### src/rtl/assert_macros.svh
// ----------------------------------------------------------------------------
// assert_macros.svh
// Assertion macros used by cbrf_ctrl; empty when SYNTHESIS is defined.
// ----------------------------------------------------------------------------
`ifndef ASSERT_MACROS_SVH
`define ASSERT_MACROS_SVH
`ifndef SYNTHESIS
// Check on every rising clock edge, skipped while reset is high
`define ASSERT_CLK(lbl, clk, rst, prop, msg) \
  lbl: assert property (@(posedge clk) disable iff (rst) prop) else $error(msg);
// Check on every rising clock edge, reset included
`define ASSERT_ALWAYS(lbl, clk, prop, msg) \
  lbl: assert property (@(posedge clk) prop) else $error(msg);
`else
`define ASSERT_CLK(lbl, clk, rst, prop, msg)
`define ASSERT_ALWAYS(lbl, clk, prop, msg)
`endif
`endif

### src/rtl/cbrf_pkg.sv
// ----------------------------------------------------------------------------
// cbrf_pkg
// Types, address map constants and decode helpers of the coprocessor bus
// register file.
// ----------------------------------------------------------------------------
package cbrf_pkg;

  localparam int GPR_COUNT = 16;

  // Request function codes
  localparam logic [1:0] FUNC_READ  = 2'd0;
  localparam logic [1:0] FUNC_WRITE = 2'd1;
  localparam logic [1:0] FUNC_HALT  = 2'd2;

  // External region codes
  localparam logic [1:0] REGION_NONE = 2'd0;
  localparam logic [1:0] REGION_ROM  = 2'd1;
  localparam logic [1:0] REGION_SRAM = 2'd2;

  // Bus decode masks
  localparam logic [23:0] WIN_MASK      = 24'h40ec00;
  localparam logic [23:0] WIN_MATCH     = 24'h006c00;
  localparam logic [23:0] SCRATCH_MASK  = 24'h40e000;
  localparam logic [23:0] SCRATCH_MATCH = 24'h006000;
  localparam logic [23:0] ROM_MASK      = 24'h408000;
  localparam logic [23:0] ROM_MATCH     = 24'h008000;
  localparam logic [23:0] SRAM_MASK     = 24'hf88000;
  localparam logic [23:0] SRAM_MATCH    = 24'h700000;

  // Register window addresses
  localparam logic [15:0] W_DMA_SRC0  = 16'h7f40;
  localparam logic [15:0] W_DMA_SRC1  = 16'h7f41;
  localparam logic [15:0] W_DMA_SRC2  = 16'h7f42;
  localparam logic [15:0] W_DMA_LEN0  = 16'h7f43;
  localparam logic [15:0] W_DMA_LEN1  = 16'h7f44;
  localparam logic [15:0] W_DMA_TGT0  = 16'h7f45;
  localparam logic [15:0] W_DMA_TGT1  = 16'h7f46;
  localparam logic [15:0] W_DMA_TGT2  = 16'h7f47;
  localparam logic [15:0] W_CTRL48    = 16'h7f48;
  localparam logic [15:0] W_PRG_OFS0  = 16'h7f49;
  localparam logic [15:0] W_PRG_OFS1  = 16'h7f4a;
  localparam logic [15:0] W_PRG_OFS2  = 16'h7f4b;
  localparam logic [15:0] W_CTRL4C    = 16'h7f4c;
  localparam logic [15:0] W_PAGE0     = 16'h7f4d;
  localparam logic [15:0] W_PAGE1     = 16'h7f4e;
  localparam logic [15:0] W_PC        = 16'h7f4f;
  localparam logic [15:0] W_CTRL50    = 16'h7f50;
  localparam logic [15:0] W_CTRL51    = 16'h7f51;
  localparam logic [15:0] W_CTRL52    = 16'h7f52;
  localparam logic [15:0] W_STATUS_LO = 16'h7f53;
  localparam logic [15:0] W_STATUS_HI = 16'h7f5f;
  localparam logic [15:0] W_VEC_LO    = 16'h7f60;
  localparam logic [15:0] W_VEC_HI    = 16'h7f7f;
  localparam logic [15:0] W_GPR_A_LO  = 16'h7f80;
  localparam logic [15:0] W_GPR_A_HI  = 16'h7faf;
  localparam logic [15:0] W_GPR_B_LO  = 16'h7fc0;
  localparam logic [15:0] W_GPR_B_HI  = 16'h7fef;

  localparam logic [6:0] CTRL50_MASK   = 7'h77;
  localparam logic [7:0] STATUS_HALTED = 8'h02;
  localparam logic [7:0] STATUS_RUN    = 8'h40;

  // Controller to datapath commands
  typedef struct packed {
    logic clear;    // write zero into the scratch RAM at the sweep counter
    logic capture;  // take the request and start its RAM access
    logic exec;     // update state and load the response register
  } cbrf_cmd_t;

  // Datapath to controller status
  typedef struct packed {
    logic clear_last;
  } cbrf_sts_t;

  function automatic logic is_window(input logic [23:0] a);
    return (a & WIN_MASK) == WIN_MATCH;
  endfunction

  function automatic logic is_scratch(input logic [23:0] a);
    return (a & SCRATCH_MASK) == SCRATCH_MATCH;
  endfunction

  function automatic logic is_rom(input logic [23:0] a);
    return (a & ROM_MASK) == ROM_MATCH;
  endfunction

  function automatic logic is_sram(input logic [23:0] a);
    return (a & SRAM_MASK) == SRAM_MATCH;
  endfunction

endpackage

### src/rtl/cbrf_ctrl.sv
// ----------------------------------------------------------------------------
// cbrf_ctrl
// Sequencer: scratch RAM clearing sweep, then one request at a time
// through capture, execute and response.
// ----------------------------------------------------------------------------
`include "assert_macros.svh"

module cbrf_ctrl (
  input  logic                clk,
  input  logic                rst,
  input  logic                req_valid,
  output logic                req_ready,
  output logic                rsp_valid,
  input  logic                rsp_ready,
  output cbrf_pkg::cbrf_cmd_t cmd,
  input  cbrf_pkg::cbrf_sts_t sts
);
  import cbrf_pkg::*;

  typedef enum logic [3:0] {
    S_CLEAR = 4'b0001,
    S_IDLE  = 4'b0010,
    S_EXEC  = 4'b0100,
    S_RESP  = 4'b1000
  } state_t;

  state_t state, state_next;

  always_ff @(posedge clk) begin
    if (rst) begin
      state <= S_CLEAR;
    end else begin
      state <= state_next;
    end
  end

  always_comb begin
    state_next = state;
    case (state)
      S_CLEAR: begin
        if (sts.clear_last) state_next = S_IDLE;
      end
      S_IDLE: begin
        if (req_valid) state_next = S_EXEC;
      end
      S_EXEC: begin
        state_next = S_RESP;
      end
      S_RESP: begin
        if (rsp_ready) state_next = S_IDLE;
      end
      default: begin
        state_next = S_IDLE;
      end
    endcase
  end

  assign req_ready   = (state == S_IDLE);
  assign rsp_valid   = (state == S_RESP);
  assign cmd.clear   = (state == S_CLEAR);
  assign cmd.capture = (state == S_IDLE) && req_valid;
  assign cmd.exec    = (state == S_EXEC);

  `ASSERT_ALWAYS(a_reset_clears, clk, rst |=> (state == S_CLEAR), "reset must start the clear sweep")
  `ASSERT_CLK(a_no_overlap, clk, rst, !(req_ready && rsp_valid), "request taken while response pending")
  `ASSERT_CLK(a_latency, clk, rst, (req_valid && req_ready) |=> ##1 rsp_valid, "response not ready two cycles after request")
  `ASSERT_CLK(a_back_idle, clk, rst, (rsp_valid && rsp_ready) |=> req_ready, "not idle after response taken")
endmodule

### config.mk
export PLATFORM = sky130hd
export DESIGN_NAME = cbrf_ctrl
export DESIGN_NICKNAME = d
export VERILOG_FILES = /design/src/rtl/cbrf_pkg.sv /design/src/rtl/cbrf_ctrl.sv
export VERILOG_INCLUDE_DIRS = /design/src /design/src/rtl
export SDC_FILE = /design/constraint.sdc
export NUM_CORES = 1
export LEC_CHECK = 0
export BUFFER_PORTS_ARGS = -buffer_cell sky130_fd_sc_hd__buf_2
export CORE_AREA = 5 5 42 44
export CTS_CLUSTER_DIAMETER = 200
export DETAILED_ROUTE_END_ITERATION = 6
export DIE_AREA = 0 0 47 49
export GPL_ROUTABILITY_DRIVEN = 0
export GPL_TIMING_DRIVEN = 0
export PLACE_DENSITY = 0.41
export SLEW_MARGIN = 20
export SYNTH_ARGS = -nofsm -noshare
export SYNTH_HDL_FRONTEND = slang
export SYNTH_SLANG_ARGS = --single-unit
### constraint.sdc
create_clock -name clk -period 1.53 [get_ports clk]
set_clock_uncertainty 0.2 [all_clocks]
set_input_delay 0.153 -clock clk [delete_from_list [all_inputs] [get_ports clk]]
set_output_delay 0.153 -clock clk [all_outputs]
set_load 0.03 [all_outputs]
==> metrics, run 1 <==
Hold Path Cell Cnt=3; Setup crit end kind=output port; drt drc=0; via count of the first global-routing pass=about 260; Num CTS Buffers=3; area of the mapped netlist=roughly 220 um2; Worst EP required=about 1.2 ns; fmax=650.7 MHz; max reg flops=4; count of cell types in the netlist=12; drt wl/cell=11.23 um; RSZ-0062 raised after global routing=yes; Final Net Count=47; leakage=roughly 0.18 nW; fin crit period=between 1.5 and 2 ns; cell area after layout=around 420 um2; Total Wirelength=about 630 um; area delta synth->final=90.86%; Largest regs=state: 4 flops; port bufs=9; H-tree Lvls=1; sequential share of power=0.388; most frequent cells in the layout=buf_4, buf_2, nor2_1; post-synth top area share=0.3657; I/O Pins=10; aggregate global routing overflow=0; total track usage=0.07037; Fillers=roughly 160; die height=between 40 and 50 um; multi-input logic area=between 150 and 200 um2; fin. max-slew vios=0; CP max FO=5; buffer depth of the longest clock path=2; slew margin rel.=0.8249; cell row count=14; core box area=~1400 um2; worst setup margin=-0.006761 ns; crit path launch=state[0]; flip-flop and latch area=roughly 95 um2; hold_sp=sts; Initial Util=0.1563; critical path class=reg2out; Cell Pwr Density=815.7 nW/um2; placed inst area=307.8 um2; R2R Path End=state[1]; Post-Place Worst Slack=-0.05678 ns; switching power=slightly below 0.0001 W; Switching Share=0.2916; status=complete, but fails checks; count of state elements after synthesis=4; FF-to-FF setup slack=around 0.080 ns; detailed placement HPWL=421.7 um; Comb power frac=0.234; Skew-Pair Late Insertion Delay=0.23 ns; largest net degree at the start of global routing=8; Worst-Margin Slew=~0.26 ns; maxcap violations=0; Antenna Violating Nets Remaining=0; Synth area leaders=dfxtp_1, nor4b_2, nor2_1; First-pass DRT Iterations=2; clock network power share=0.377; share of the yosys chip area belonging to registers=0.3657; Net Count, Synth=28; WHS Endpoint=state[0]; Final TNS setup=-0.006761 ns; Final Setup Violations=1; failing checks=setup timing; initial drt markers=2; Tcrit/Tclk final=1.004; chip width=47 um; internal power=roughly 0.00024 W; CP Launch Type=flop; CTS tree=done; vias per cell=~4.2; clk sink count=4; Hold Crit Class=in2reg; crit path DAT=about 1.2 ns; DIE AREA=about 2300 um2; ANT cells=0; Max VDD drop=around 0.34 mV; clk root buf=clkbuf_4; clock slew at reported path FFs=0.04 ns; reg2reg start=state[0]; first-pass GRT wire length=between 1000 and 1500 um; via count=234; share of layout cells above drive strength 1=0.7250; post-synth top area cell=dfxtp_1; Fin. Hold Viols=0; Final Hold Slack=about 0.040 ns; cell count after synthesis=23; Syn Area/Cell=9.520 um2; Top reg by flops=state; Worst R2R Path Depth=5; initial antenna violation count=0; yosys warns=0
critical path, stage by stage (launching register included):
cell	delay, ns
dfxtp_4	0.36
nor4b_4	0.30
nand2_2	0.11
inv_2	0.06
buf_6	0.12
cell type report:
| cell class | count | area share |
|---|---|---|
| multi-input combinational | 15 | 0.3862 |
| timing repair buffer | 14 | 0.2395 |
| sequential | 4 | 0.2275 |
| clock buffer | 3 | 0.05389 |
| tap | 16 | 0.04790 |
| inverter | 3 | 0.02695 |
| buffer | 1 | 0.01796 |
stage by stage:
step | power [W] | std cells | util
after CTS | 0.0003410 | 54 | 0.2839
after detailed placement | 0.0001953 | 48 | 0.2196
after global routing | 0.0003665 | 56 | 0.2982
after global placement | 0.0001947 | 48 | 0.2196
after floorplan | 0.0001755 | 23 | -
final | 0.0003409 | 56 | 0.2982
repair_timing:
action                                  CTS  global route
endpoints found under the setup margin    5             5
buffers inserted                          2             2
resized for setup                        15             3
endpoints found under the hold margin     2             0
pin swaps                                 3             3
hold buffers                              1             0
power by group through the flow:
stage	combinational (W)	sequential, W	clock (W)
6_report	0.0000799	0.000132	0.000129
5_1_grt	0.0000856	0.000134	0.000147
3_3_place_gp	0.0000621	0.000133	0
2_1_floorplan	0.0000462	0.000129	0
4_1_cts	0.0000726	0.000135	0.000133
3_5_place_dp	0.0000626	0.000133	0
per-layer routing:
metal,wire [um],part of all wire,track usage,vias to the layer above
met2,315,0.50,0.09955,8
li1,-,-,-,117
met4,9,0.014,0.05530,0
met3,47,0.075,0.04797,2
met5,0,0,0,-
met1,256,0.41,0.06798,107
Yosys cell counts:
master     count
a2111oi_2      1
a21o_1         1
a21oi_1        1
buf_4          1
dfxtp_1        4
inv_1          3
nand2_1        1
nor2_1         5
nor3b_2        1
nor4b_1        2
nor4b_2        2
o311a_1        1
worst max-delay path by stage:
stage | to | slack [ns] | cells past startpoint
4_1_cts | cmd[1] | -0.03 | 4
6_report | cmd[1] | -0.007 | 4
3_5_place_dp | cmd[0] | -0.06 | 3
3_3_place_gp | cmd[0] | -0.05 | 3
5_1_grt | cmd[1] | -0.08 | 4
2_1_floorplan | cmd[1] | -0.14 | 3
logic make-up (layout without fill, tap and decap cells):
group                  after synthesis  after routing  share of synthesized area
AND/OR/NAND/NOR                     11             11                     0.3771
flip-flops                           4              4                     0.3657
buffers and inverters                4             21                    0.08572
AO/OA/AOI/OAI                        4              4                     0.1714
Power figures use the tool's default switching activity.
==> inputs of run 2 (changes only) <==
- BUFFER_PORTS_ARGS: -buffer_cell sky130_fd_sc_hd__buf_2 -> -buffer_cell sky130_fd_sc_hd__buf_4
- HOLD_SLACK_MARGIN: default -> 0.15
==> run 2 against run 1 <==
  * The run still ends with setup timing left
  * Total power grew 1.4%
  * First-iteration DRC count fell by 100%
  * Combinational power is 9.3% higher
  * Die area is the same
  * Highest routed layer is now met3
==> metrics, run 2 (synthesis gave the netlist of run 1 again) <==
status=complete, but fails checks (unchanged); failing checks=setup timing (unchanged); port bufs=9 (unchanged); Final Net Count=49 (was 47); crit path launch=state[0] (unchanged); Skew-Pair Late Insertion Delay=0.23 ns (about the same); core box area=1401 um2 (unchanged); Slowest-stage cell, CP=dfxtp_4 (unchanged); via count of the first global-routing pass=267 (was 255); Top reg by flops=state (unchanged); first-pass GRT wire length=1166 um (was 1097 um); Max VDD drop=0.3876 mV (was 0.3375 mV); I/O Pins=10 (unchanged); chip width=47 um (unchanged); worst setup margin=-0.03021 ns (was -0.006761 ns); Fin. Hold Viols=0 (unchanged); Initial Util=0.1563 (unchanged); First-pass DRT Iterations=1 (was 2); CP max FO=6 (was 5); R2R Path End=state[1] (unchanged); RSZ-0062 raised after global routing=yes (unchanged); Post-Place Worst Slack=-0.01246 ns (was -0.05678 ns); Worst EP required=1.18 ns (about the same); Crit path largest cell delay=0.37 ns (was 0.36 ns); via count=240 (was 234); Final Hold Slack=0.1996 ns (was 0.03980 ns); aggregate global routing overflow=0 (unchanged); detailed placement HPWL=423.6 um (was 421.7 um); DIE AREA=2303 um2 (unchanged); total track usage=0.07254 (was 0.07037); Fillers=160 (was 162); Num CTS Buffers=3 (unchanged); buffer depth of the longest clock path=2 (unchanged); die height=49 um (unchanged); Final TNS setup=-0.03021 ns (was -0.006761 ns); drt wl/cell=11.53 um (was 11.23 um); crit path DAT=1.21 ns (was 1.18 ns); Setup crit end=cmd[1] (unchanged); Hold Crit Class=in2reg (unchanged); Tcrit/Tclk final=1.020 (was 1.004); Largest regs=state: 4 flops (unchanged); vias per cell=4.138 (was 4.179); initial antenna violation count=0 (unchanged); clk sink count=4 (unchanged); Finished Layout Cells=58 (was 56); ANT cells=0 (unchanged); Worst-Margin Slew=0.2610 ns (was 0.2627 ns); clock slew at reported path FFs=0.04 ns (about the same); CP Launch Type=flop (unchanged); area delta synth->final=104.6% (was 90.86%); fin crit period=1.560 ns (was 1.537 ns); slew margin rel.=0.8260 (was 0.8249); cell row count=14 (unchanged); Final Setup Violations=1 (unchanged); maxcap violations=0 (unchanged); Antenna Violating Nets Remaining=0 (unchanged); clk root buf=clkbuf_4 (unchanged); FF-to-FF setup slack=0.05 ns (was 0.08 ns); H-tree Lvls=1 (unchanged); cell count after placement=48 (unchanged); commonest non-fill, non-tap cell in the layout=buf_4; max reg flops=4 (unchanged); Worst R2R Path Depth=5 (unchanged); critical path class=reg2out (unchanged); most frequent cells in the layout=buf_4, nor2_1, dfxtp_4 (was buf_4, buf_2, nor2_1); Final Power=0.0003456 W (was 0.0003409 W); initial drt markers=0 (was 2); Total Wirelength=669 um (was 629 um); fmax=640.9 MHz (was 650.7 MHz); largest net degree at the start of global routing=8 (unchanged); CTS tree=done (unchanged); drt drc=0 (unchanged); reg2reg start=state[0] (unchanged); CP Cell Sequence=nor4b_4 -> nand2_1 -> inv_2 -> buf_6 (was nor4b_4 -> nand2_2 -> inv_2 -> buf_6); Cell Pwr Density=771.5 nW/um2 (was 815.7 nW/um2); share of layout cells above drive strength 1=0.6905 (was 0.7250); fin. max-slew vios=0 (unchanged); Setup crit end kind=output port (unchanged); leakage=0.1938 nW (was 0.1814 nW)
run 2: worst min path at each step:
stage | slack [ns] | start | depth (start not counted) | endpoint
after CTS | 0.16 | req_valid | 5 | state[2]
final | 0.20 | req_valid | 5 | state[2]
after floorplan | 0.03 | rst | 1 | state[2]
after global routing | 0.20 | req_valid | 5 | state[2]
after detailed placement | 0.15 | rst | 2 | state[2]
after global placement | 0.14 | rst | 2 | state[2]
run 2: per-stage QoR:
stage / utilization / cell area (um2)
2_1_floorplan: - / 242.7
3_3_place_gp: 0.2357 / 330.3
3_5_place_dp: 0.2357 / 330.3
4_1_cts: 0.3071 / 430.4
5_1_grt: 0.3196 / 447.9
6_report: 0.3196 / 447.9
run 2: routing by layer:
layer / up-vias / routed length [um] / GRT usage
met5: - / 0 / 0
met4: 0 / 0 / 0.06912
met3: 0 / 40 / 0.01107
met2: 6 / 356 / 0.1109
met1: 111 / 272 / 0.07912
li1: 123 / - / -
run 2: layout make-up:
class,count,area (um2),share of cell area
repair buffers,16,132.6,0.2961
multi-input cells,15,158.9,0.3547
clock buffers,3,22.52,0.05028
plain buffers,1,7.507,0.01676
flip-flops and latches,4,95.09,0.2123
well taps,16,20.02,0.04469
inverters,3,11.26,0.02514
run 2: power by group:
group | total (W) | internal [W] | switching (W) | leakage [nW]
Combinational | 0.0000873 | 0.0000500 | 0.0000374 | 0.145
Clock | 0.000126 | 0.0000874 | 0.0000382 | 0.0138
Sequential | 0.000133 | 0.000111 | 0.0000213 | 0.0353
run 2: worst max-delay path, delay by kind of cell, from the launching register on:
| kind | cells | cell delay (ns) |
|---|---|---|
| buf+inv | 2 | 0.19 |
| flops | 1 | 0.37 |
| simple gates | 2 | 0.43 |
run 2: timing repair:
item / in CTS / in global routing
hold buffers: 2 / 0
buffers inserted: 3 / 2
pin swaps: 3 / 4
setup endpoints to repair: 6 / 4
hold endpoints to repair: 4 / 0
resized for setup: 11 / 2
